**src/design/msl_pkg.sv**
```systemverilog
// Shared types and constants of the margin softmax loss gradient unit.
package msl_pkg;

  localparam int IDX_W = 6;
  localparam int DIM_W = 7;

  localparam logic signed [16:0] MINUS_ONE_Q15 = -17'sd32768;
  localparam logic [15:0] LN2_Q16 = 16'd45426;

  localparam logic [2:0] REG_ROW_LENGTH     = 3'd0;
  localparam logic [2:0] REG_MARGIN         = 3'd1;
  localparam logic [2:0] REG_PENALTY_WEIGHT = 3'd2;
  localparam logic [2:0] REG_OFFSET_GAMMA   = 3'd3;
  localparam logic [2:0] REG_GRAD_SCALE     = 3'd4;

  typedef struct packed {
    logic [DIM_W-1:0]  dim;
    logic [3:0]        label;
    logic              lab_in;
    logic [15:0]       g;
    logic [15:0]       e;
    logic signed [16:0] rival_p;
    logic [IDX_W-1:0]  rival_i;
  } row_desc_t;

  typedef struct packed {
    logic             en;
    logic             bank;
    logic [IDX_W-1:0] addr;
    logic [15:0]      data;
  } store_wr_t;

endpackage

```
**src/design/msl_queue.sv**
```systemverilog
// Two-entry row descriptor queue; its pointers also pick the probability store bank.
module msl_queue (
  input  logic               clk,
  input  logic               rst,
  input  logic               push,
  input  msl_pkg::row_desc_t din,
  input  logic               pop,
  output msl_pkg::row_desc_t dout,
  output logic               valid,
  output logic               full,
  output logic               wr_ptr,
  output logic               rd_ptr
);
  import msl_pkg::*;

  row_desc_t  slot [0:1];
  logic [1:0] count;

  assign valid = (count != 2'd0);
  assign full  = (count == 2'd2);
  assign dout  = slot[rd_ptr];

  always_ff @(posedge clk) begin
    if (rst) begin
      count  <= 2'd0;
      wr_ptr <= 1'b0;
      rd_ptr <= 1'b0;
    end else begin
      if (push) wr_ptr <= !wr_ptr;
      if (pop) rd_ptr <= !rd_ptr;
      if (push && !pop) begin
        count <= count + 2'd1;
      end else if (pop && !push) begin
        count <= count - 2'd1;
      end
    end
  end

  always_ff @(posedge clk) begin
    if (push) slot[wr_ptr] <= din;
  end

endmodule

```
**config.mk**
```make
export PLATFORM = sky130hd
export DESIGN_NAME = msl_queue
export DESIGN_NICKNAME = d
export VERILOG_FILES = /design/src/design/msl_pkg.sv /design/src/design/msl_queue.sv
export SDC_FILE = /design/constraint.sdc
export NUM_CORES = 1
export LEC_CHECK = 0
export BUFFER_PORTS_ARGS = -buffer_cell sky130_fd_sc_hd__buf_2
export CORE_UTILIZATION = 56
export DETAILED_ROUTE_END_ITERATION = 10
export HOLD_SLACK_MARGIN = 0.06
export PLACE_DENSITY = 0.88
export SLEW_MARGIN = 20
export SYNTH_ARGS = -nofsm -noshare
export SYNTH_HDL_FRONTEND = slang
export SYNTH_SLANG_ARGS = --single-unit
```
**constraint.sdc**
```tcl
create_clock -name clk -period 6.23 [get_ports clk]
set_input_delay 0.623 -clock clk [delete_from_list [all_inputs] [get_ports clk]]
set_output_delay 0.623 -clock clk [all_outputs]
set_load 0.01 [all_outputs]
```
==> impl_results.rst <==
.. list-table::
   :header-rows: 1

   * - Metric
     - Value
   * - Post-layout min period
     - 2.74 ns
   * - Input/output buffers
     - roughly 140
   * - Flip-flop and latch count after synthesis
     - 139
   * - Core utilization of the finished layout
     - 74.1%
   * - Routed WL
     - 8360 um
   * - Upper clock frequency limit
     - 0.365 GHz
   * - Number of diodes added for antenna fixing
     - 0
   * - Site Rows
     - 34
   * - Synth Instances
     - 230
   * - Post-detailed-route count of antenna-violating nets
     - 0
   * - Placed wire-length estimate after detailed placement
     - ~5300 um
   * - Syn-to-layout area delta
     - 26.6%
   * - CP Max Fanout
     - 67
   * - Synthesized area divided by synthesized cell count
     - roughly 22 um^2
   * - Worst hold path type
     - input port to flop
   * - Rel. slew slack
     - 31.3%
   * - Setup TNS Final
     - 0 ns
   * - Worst-path cell chain
     - mux2_2 -> buf_2
   * - Avg Vias per Cell
     - 5.05
   * - TritonRoute pass-1 iters
     - 10
   * - # setup viols final
     - 0
   * - Result of the run
     - finished with violations
   * - Clock net sink count
     - 139
   * - Die outline area
     - 0.00960 mm^2
   * - Clock root buffer
     - sky130_fd_sc_hd__clkbuf_8
   * - Syn nets
     - 302
   * - Crit path kind
     - flop to primary output
   * - Post-CTS setup-driven buffer insertion count
     - 0
   * - Fill cell total of the finished layout
     - 541
   * - Arrival time of the worst setup path
     - 2.12 ns
   * - Residual DRC
     - 7
   * - Worst-path cell with the longest stage delay
     - sky130_fd_sc_hd__dfxtp_4
   * - Share of layout cells above drive strength 1
     - between 60% and 70%
   * - Violations in the final reports
     - design-rule violations
   * - Layout Skew
     - 0.00679 ns
   * - Peak supply drop
     - 0.000221 V
   * - Sequential Area
     - 0.00413 mm^2
   * - Leading post-synthesis cells by cell area
     - sky130_fd_sc_hd__edfxtp_1 (78%), sky130_fd_sc_hd__mux2_4 (8.7%), sky130_fd_sc_hd__mux2_2 (8.1%)
   * - Ratio of total power to cell area
     - 350 mW/mm^2
   * - Crit path largest cell delay
     - 1.01 ns
   * - Yosys top cell by area
     - sky130_fd_sc_hd__edfxtp_1
   * - Net count, final
     - about 460
   * - Leakage power summed over all cells
     - between 2 and 3 nW
   * - Final worst-path cycle share
     - 44.0%
   * - Largest net degree at the start of global routing
     - slightly below 70
   * - Chip width
     - 98.0 um
   * - Placeable core region
     - between 0.008 and 0.009 mm^2
   * - Number of warnings reported in the yosys synthesis log
     - 0
   * - Multi-input gate area
     - 982 um^2
   * - CTS tree
     - done
   * - Netlist cell types
     - 19
   * - Top cell family by delay on the critical path
     - flip-flops
   * - Number of buffer and inverter stages on the critical path
     - 1
   * - Global-route usage over all layers
     - 18.5%
   * - Number of primary I/O pins
     - 142
   * - Post-CTS sizing
     - 0
   * - H-tree levels
     - 4
   * - Clock transition time at the flip-flop clock pins of the worst setup and hold paths
     - 0.06 ns
   * - Share of Yosys cell area claimed by the top area cell type
     - about four fifths
   * - Power Total
     - between 0.002 and 0.0025 W
   * - Number of buffers inserted by hold repair at cts
     - 0
   * - Wire length of the first global-routing pass
     - 13000 um
   * - Element type at the critical path start
     - flop
   * - Clock buffers created by TritonCTS
     - 17
   * - Pin slew with the least headroom to its limit
     - roughly 1.0 ns
   * - Later-pin clock latency in the skew report
     - 0.50 ns
   * - Maximum clock insertion buffer count
     - 2
   * - Endpoint kind of the worst setup timing path
     - primary output
   * - Cell area after technology mapping
     - 0.00516 mm^2
   * - Max-cap violations
     - 0
   * - Effective utilization at floorplan
     - 58.6%
   * - Final Hold Violating Endpoints
     - 0
   * - Critical path required time
     - 5.61 ns
   * - Vias in the first global route
     - ~2700
   * - Count of pins over their slew limit
     - 0
   * - Sequential area share after synthesis
     - 80.0%
   * - Final Wtd Congestion
     - 0.670
   * - Initial antenna violation count
     - 0
   * - RSZ-0062 raised after global routing
     - false
   * - Violation count after the first detailed-route iteration
     - ~140
   * - Leftover overflow at the end of global routing
     - 0
   * - DIE HEIGHT
     - 98.0 um
   * - Detail-routed net length per standard cell
     - roughly 17 um
   * - Vias
     - 2551
[final cells by class]
class / count / area share [%]
clock buffers: 20 / 6.52
clock inverters: 12 / 2.17
inverters: 1 / 0.0575
multi-input cells: 83 / 15.0
flip-flops and latches: 139 / 63.2
well taps: 108 / 2.07
repair buffers: 142 / 10.9
[synth_stat cells, drive strengths merged]
master	n
o21ai	1
or2	1
ha	1
mux2	67
and2	1
nor2	4
a21oi	1
and2b	1
edfxtp	134
nor2b	1
inv	1
or3	1
xor2	2
dfxtp	5
xnor2	2
buf	7
[registers in the layout (all words and copies together), names as in the netlist, named ones only]
register,flops
rd_ptr,1
slot,134
count,2
wr_ptr,1
[cells by family (layout without fill, tap and decap cells)]
logic type / after synthesis / count (layout) / share of synthesized area (%)
buffers and inverters: 8 / 175 / 1.16
flip-flops: 139 / 139 / 80.0
XOR/XNOR: 4 / 4 / 0.680
adder cells (fa/ha/maj): 1 / 1 / 0.243
AND/OR/NAND/NOR: 9 / 9 / 0.922
AO/OA/AOI/OAI: 2 / 2 / 0.194
multiplexers: 67 / 67 / 16.8
[worst reg2reg max path, cell delays in order (launching register included)]
cell and delay [ns]:
sky130_fd_sc_hd__dfxtp_1 0.37, sky130_fd_sc_hd__nor2b_4 0.62, sky130_fd_sc_hd__buf_4 0.60
[where the power goes]
part / switching (W) / internal [W] / total [W]
clock network: 0.000370 / 0.000574 / 0.000944
registers: 0.0000347 / 0.00109 / 0.00113
logic: 0.000100 / 0.000118 / 0.000218
[path summary, 6_finish.rpt]
check | slack, ns | end | depth (start not counted) | from
min reg2reg | 0.53 | count[1] | 2 | count[1]
max reg2reg | 4.25 | slot[0][49] | 2 | wr_ptr
min | 0.30 | slot[0][32] | 1 | din[32]
max | 3.49 | dout[62] | 2 | flop
[layer usage]
| metal | track usage [%] | share of wire, % |
|---|---|---|
| met1 | 21.6 | 40 |
| met2 | 31.4 | 52 |
| met3 | 6.23 | 6.9 |
| met4 | 7.58 | 0.71 |
| met5 | 0 | 0 |
[stage by stage]
stage                     cells  cell area (um^2)  hold WS [ns]  setup slack (ns)
after floorplan             230              5160         0.457              2.16
after global placement      473              5960         0.470              3.83
after detailed placement    473              5960         0.526              3.78
after CTS                   505              6530         0.285              3.42
after global routing        505              6530         0.278              3.35
final                       505              6530         0.305              3.49
[layout by cell type, fill, tap and decap left out, drive strengths merged]
cell / count
or3: 1
buf: 142
bufinv: 2
inv: 4
a21oi: 1
dfxtp: 5
xor2: 2
nor2: 4
mux2: 67
ha: 1
nor2b: 1
and2b: 1
or2: 1
clkbuf: 20
xnor2: 2
and2: 1
clkinvlp: 5
o21ai: 1
edfxtp: 134
clkinv: 2
No activity file was read; power rests on OpenSTA's default activity.
