--- src/design/msl_pkg.sv ---
// Shared types and constants of the margin softmax loss gradient unit.
package msl_pkg;

  localparam int IDX_W = 6;
  localparam int DIM_W = 7;

  localparam logic signed [16:0] MINUS_ONE_Q15 = -17'sd32768;
  localparam logic [15:0] LN2_Q16 = 16'd45426;

  localparam logic [2:0] REG_ROW_LENGTH     = 3'd0;
  localparam logic [2:0] REG_MARGIN         = 3'd1;
  localparam logic [2:0] REG_PENALTY_WEIGHT = 3'd2;
  localparam logic [2:0] REG_OFFSET_GAMMA   = 3'd3;
  localparam logic [2:0] REG_GRAD_SCALE     = 3'd4;

  typedef struct packed {
    logic [DIM_W-1:0]  dim;
    logic [3:0]        label;
    logic              lab_in;
    logic [15:0]       g;
    logic [15:0]       e;
    logic signed [16:0] rival_p;
    logic [IDX_W-1:0]  rival_i;
  } row_desc_t;

  typedef struct packed {
    logic             en;
    logic             bank;
    logic [IDX_W-1:0] addr;
    logic [15:0]      data;
  } store_wr_t;

endpackage

--- src/design/msl_front.sv ---
// Row loader: writes probabilities, tracks label, extra and best rival, emits a row descriptor.
module msl_front #(
  parameter int MAX_ROW_LENGTH = 16
) (
  input  logic                clk,
  input  logic                rst,
  input  logic                push,
  input  logic [15:0]         probability,
  input  logic [3:0]          label_index,
  input  logic                row_end,
  input  logic [4:0]          row_length,
  input  logic                q_full,
  input  logic                bank,
  output msl_pkg::store_wr_t  st_wr,
  output logic                desc_push,
  output msl_pkg::row_desc_t  desc
);
  import msl_pkg::*;

  logic [DIM_W-1:0]  cnt;
  logic [3:0]        lbl;
  logic [15:0]       g_val;
  logic [15:0]       prev_p;
  logic signed [16:0] rival_p;
  logic [IDX_W-1:0]  rival_i;

  logic              accept, first, hit, upd, close;
  logic [3:0]        lab_cur;
  logic [IDX_W-1:0]  idx, prev_i, riv_i_cur, riv_i_new;
  logic signed [16:0] riv_p_cur, riv_p_new;
  logic [15:0]       g_new;
  logic [DIM_W-1:0]  rl, dim;

  always_comb begin
    accept    = push && !q_full;
    first     = (cnt == '0);
    lab_cur   = first ? label_index : lbl;
    idx       = cnt[IDX_W-1:0];
    prev_i    = idx - IDX_W'(1);
    hit       = (idx == IDX_W'(lab_cur));
    riv_p_cur = first ? MINUS_ONE_Q15 : rival_p;
    riv_i_cur = first ? '0 : rival_i;
    upd = !first && (prev_i != IDX_W'(lab_cur)) && ($signed({1'b0, prev_p}) > riv_p_cur);
    riv_p_new = upd ? $signed({1'b0, prev_p}) : riv_p_cur;
    riv_i_new = upd ? prev_i : riv_i_cur;
    g_new     = hit ? probability : (first ? 16'd0 : g_val);
    if (DIM_W'(row_length) < DIM_W'(3)) begin
      rl = DIM_W'(3);
    end else if (DIM_W'(row_length) > DIM_W'(MAX_ROW_LENGTH)) begin
      rl = DIM_W'(MAX_ROW_LENGTH);
    end else begin
      rl = DIM_W'(row_length);
    end
    dim   = cnt + DIM_W'(1);
    close = row_end || (dim >= rl);

    st_wr.en   = accept;
    st_wr.bank = bank;
    st_wr.addr = idx;
    st_wr.data = probability;

    desc_push    = accept && close;
    desc.dim     = dim;
    desc.label   = lab_cur;
    desc.lab_in  = (DIM_W'(lab_cur) < dim);
    desc.g       = g_new;
    desc.e       = probability;
    desc.rival_p = riv_p_new;
    desc.rival_i = riv_i_new;
  end

  always_ff @(posedge clk) begin
    if (rst) begin
      cnt <= '0;
    end else if (accept) begin
      cnt <= close ? '0 : dim;
    end
  end

  always_ff @(posedge clk) begin
    if (accept) begin
      lbl     <= lab_cur;
      g_val   <= g_new;
      prev_p  <= probability;
      rival_p <= riv_p_new;
      rival_i <= riv_i_new;
    end
  end

endmodule

--- config.mk ---
export PLATFORM = sky130hd
export DESIGN_NAME = msl_front
export DESIGN_NICKNAME = d
export VERILOG_FILES = /design/src/design/msl_pkg.sv /design/src/design/msl_front.sv
export SDC_FILE = /design/constraint.sdc
export NUM_CORES = 1
export LEC_CHECK = 0
export BUFFER_PORTS_ARGS = -buffer_cell sky130_fd_sc_hd__buf_2
export CORE_MARGIN = 2
export CORE_UTILIZATION = 30
export DETAILED_ROUTE_END_ITERATION = 8
export GPL_TIMING_DRIVEN = 0
export PLACE_DENSITY_LB_ADDON = 0.2
export SLEW_MARGIN = 20
export SYNTH_ARGS = -nofsm -noshare
export SYNTH_HDL_FRONTEND = slang
export SYNTH_SLANG_ARGS = --single-unit
--- constraint.sdc ---
create_clock -name clk -period 9.9 [get_ports clk]
set_input_delay 1.98 -clock clk [delete_from_list [all_inputs] [get_ports clk]]
set_output_delay 1.98 -clock clk [all_outputs]
set_load 0.05 [all_outputs]
==> impl_results.md <==
- Worst slew margin: 60.01%
- Starting Density: 30.62%
- Vias: 3074
- WL final: ~9400 µm
- WL/cell: 13.58 µm
- Crit Path Category: reg2out
- Crit path capture type: output port
- Fmax: 147.8 MHz
- Iter 0 DRT Violations: 113
- Port Buffers: 121
- Core area: 13240 µm²
- Worst Skew: 7.861 ps
- Final Hold Violating Endpoints: 0
- First-pass GRT wire length: 15190 µm
- Hold buffers post-CTS: 0
- Max stage delay on crit path: 560 ps
- Placer congestion estimate: 0.7494
- Met2 wire length: 4382 µm
- Max Root-Sink Buffers: 2
- Ports: 123
- # clock sinks: 66
- Area Growth Syn to Fin: 28.54%
- Synth Area per Inst: 10.70 µm²
- Number of inserted diodes: 0
- Critical-path cell list: inv_1, ha_1, nand3_1, clkbuf_1, nand2_1, ha_1, a21o_1, a221oi_1, nand3_1, a211oi_2, nor2_8, a211oi_1, buf_2
- Drt drc: 0
- Syn_nets: 437
- Worst Path Arrival: 4790 ps
- Peak supply drop: 0.07327 mV
- CTS tree: yes
- Top cell types by occurrence after synthesis: edfxtp_1 (59), nand2_1 (59), buf_4 (43), mux2i_1 (31), inv_1 (29)
- H-tree levels: 3
- Post-route cell area: 5213 µm²
- DRT Pass-1 Iters: 4
- Period utilization: slightly below 70%
- Seq/Total Area, Yosys: between 40% and 50%
- Status: finished, final reports clean
- Antenna violations before repair: 0
- Die Y: 120.3 µm
- Vias per cell: 4.436
- Worst skew pair latency: 350 ps
- Hold Path Class: reg2reg
- CTS clock-pin slew for the worst setup and hold paths: 60 ps
- Routed metal-1 wirelength: 4388 µm
- Mapped Cells: 379
- Switching power: 0.2438 mW
- Leakage: roughly 2.6 nW
- PwrDens: 154.2 nW/µm²
- Die area: 14460 µm²
- Reg power frac: 40.1%
- Final ANT Viol Nets: 0
- Slew Limit Fails: 0
- Clock power frac: 40.9%
- EDFF count, synth: 59
- CTS Root Cell: clkbuf_16
- Cell area after synthesis: 4055 µm²
- Area share of the largest cell type after synthesis: 43.69%
- Min Tclk post-route: between 6000 and 7000 ps
- CTS buffer count: 9
- Yosys reg bits: 66
- Pwr Total: 0.8035 mW
- Ratio of cells with drive above 1 in the final layout: ~38%
- Cell Area, Placed: 4911 µm²
- Vias in the first global route: 2978
- GRT Overall Usage: 13.58%
- CP Data Required Time: between 7000 and 8000 ps
- Critical Path Slowest Stage Cell: a211oi_2
- Warnings from Yosys: 0
- Max Cap Viol: 0
- Most area-hungry cell type in the Yosys netlist: edfxtp_1
- Die X: between 100 and 150 µm
- Total gr overflow: 0
- Setup TNS: 0 ps
- Ys flop type: edfxtp_1
- Endpoints failing setup: 0
- Yosys cell types: 45
- Routed wl met3: 468 µm
- Rows: 42
- Post-CTS Repair Setup Buffers: 0
- Unrepaired setup endpoints after global routing: no
- Area contributors post-synth: edfxtp_1 (44%), ha_1 (8.3%), buf_4 (8.0%), mux2i_1 (7.7%), nand2_1 (5.5%)
- Top layer in use: met4
- Critical Path Fanout Max: 10
- Nets@finish: 570
- Pint: 0.5597 mW
- Dpl hpwl: roughly 7100 µm
- Synth async-reset ratio: 0%
- Worst Setup Start Kind: flip-flop
- Comb pwr share: 18.9%
- Worst-Margin Slew: 598.7 ps
- Post_cts resized: 0
- Sw frac: 30.35%
- Largest net degree at the start of global routing: 44
flip-flops by register name (all words and copies together), names as in the netlist:
| signal | count |
|---|---|
| rival_p | 17 |
| g_val | 16 |
| prev_p | 16 |
| cnt | 7 |
| rival_i | 6 |
| lbl | 4 |
final cells by class:
class | instances | area [µm²]
Clock inverter | 7 | 76.32
Fill cell | 1373 | 8030
Buffer | 53 | 400.4
Inverter | 29 | 111.4
Sequential cell | 66 | 1912
Multi-Input combinational cell | 231 | 1634
Clock buffer | 9 | 225.2
Timing Repair Buffer | 122 | 633.1
Tap cell | 176 | 220.2
critical path, delay by kind of cell, from the launching register on:
kind | cells | cell delay, ps
buf+inv | 3 | 970
compound gates | 4 | 1530
fa+ha+maj | 2 | 600
simple gates | 4 | 850
flops | 1 | 500
routing by layer:
metal / track usage (%) / vias to the layer above
met5: 0 / -
met4: 5.233 / 0
met3: 3.915 / 13
met2: 21.91 / 76
met1: 17.20 / 1428
li1: - / 1557
power by group through the flow:
stage	combinational [mW]	sequential [mW]	clock (mW)
floorplan	0.115	0.327	0
CTS	0.154	0.323	0.338
global route	0.164	0.324	0.347
global placement	0.151	0.329	0
finish	0.152	0.322	0.329
detailed placement	0.154	0.328	0
cells in the final DEF, fill, tap and decap left out, drive strengths merged, types with 9 or more instances in the layout:
cell type	n
buf	170
nand2	59
edfxtp	59
mux2i	34
inv	32
ha	27
nor2	18
a21oi	17
clkbuf	14
o21ai	10
nand3	9
xnor2	9
metrics by stage:
step	setup WS, ps	instances	utilization (%)	hold slack (ps)
after floorplan	3415	379	-	514.1
after global placement	3071	676	36.86	541.3
after detailed placement	3432	677	37.08	542.5
after CTS	3033	693	39.36	551.9
after global routing	2665	693	39.36	580.7
final	3135	693	39.36	545.2
cell families after synthesis:
kind of cell,synth area share (%)
buffers and inverters,12.56
XOR/XNOR,3.240
adder cells (fa/ha/maj),8.331
flip-flops,47.15
AO/OA/AOI/OAI,7.405
AND/OR/NAND/NOR,12.65
multiplexers,8.670
final timing paths:
kind,cells past startpoint,from,slack (ps),to
hold / removal,1,cnt[6],550,cnt[6]
hold reg to reg,1,cnt[6],550,cnt[6]
setup / recovery,13,cnt[0],3130,desc[4]
setup reg to reg,12,cnt[0],5570,rival_i[4]
Power figures use the tool's default switching activity.
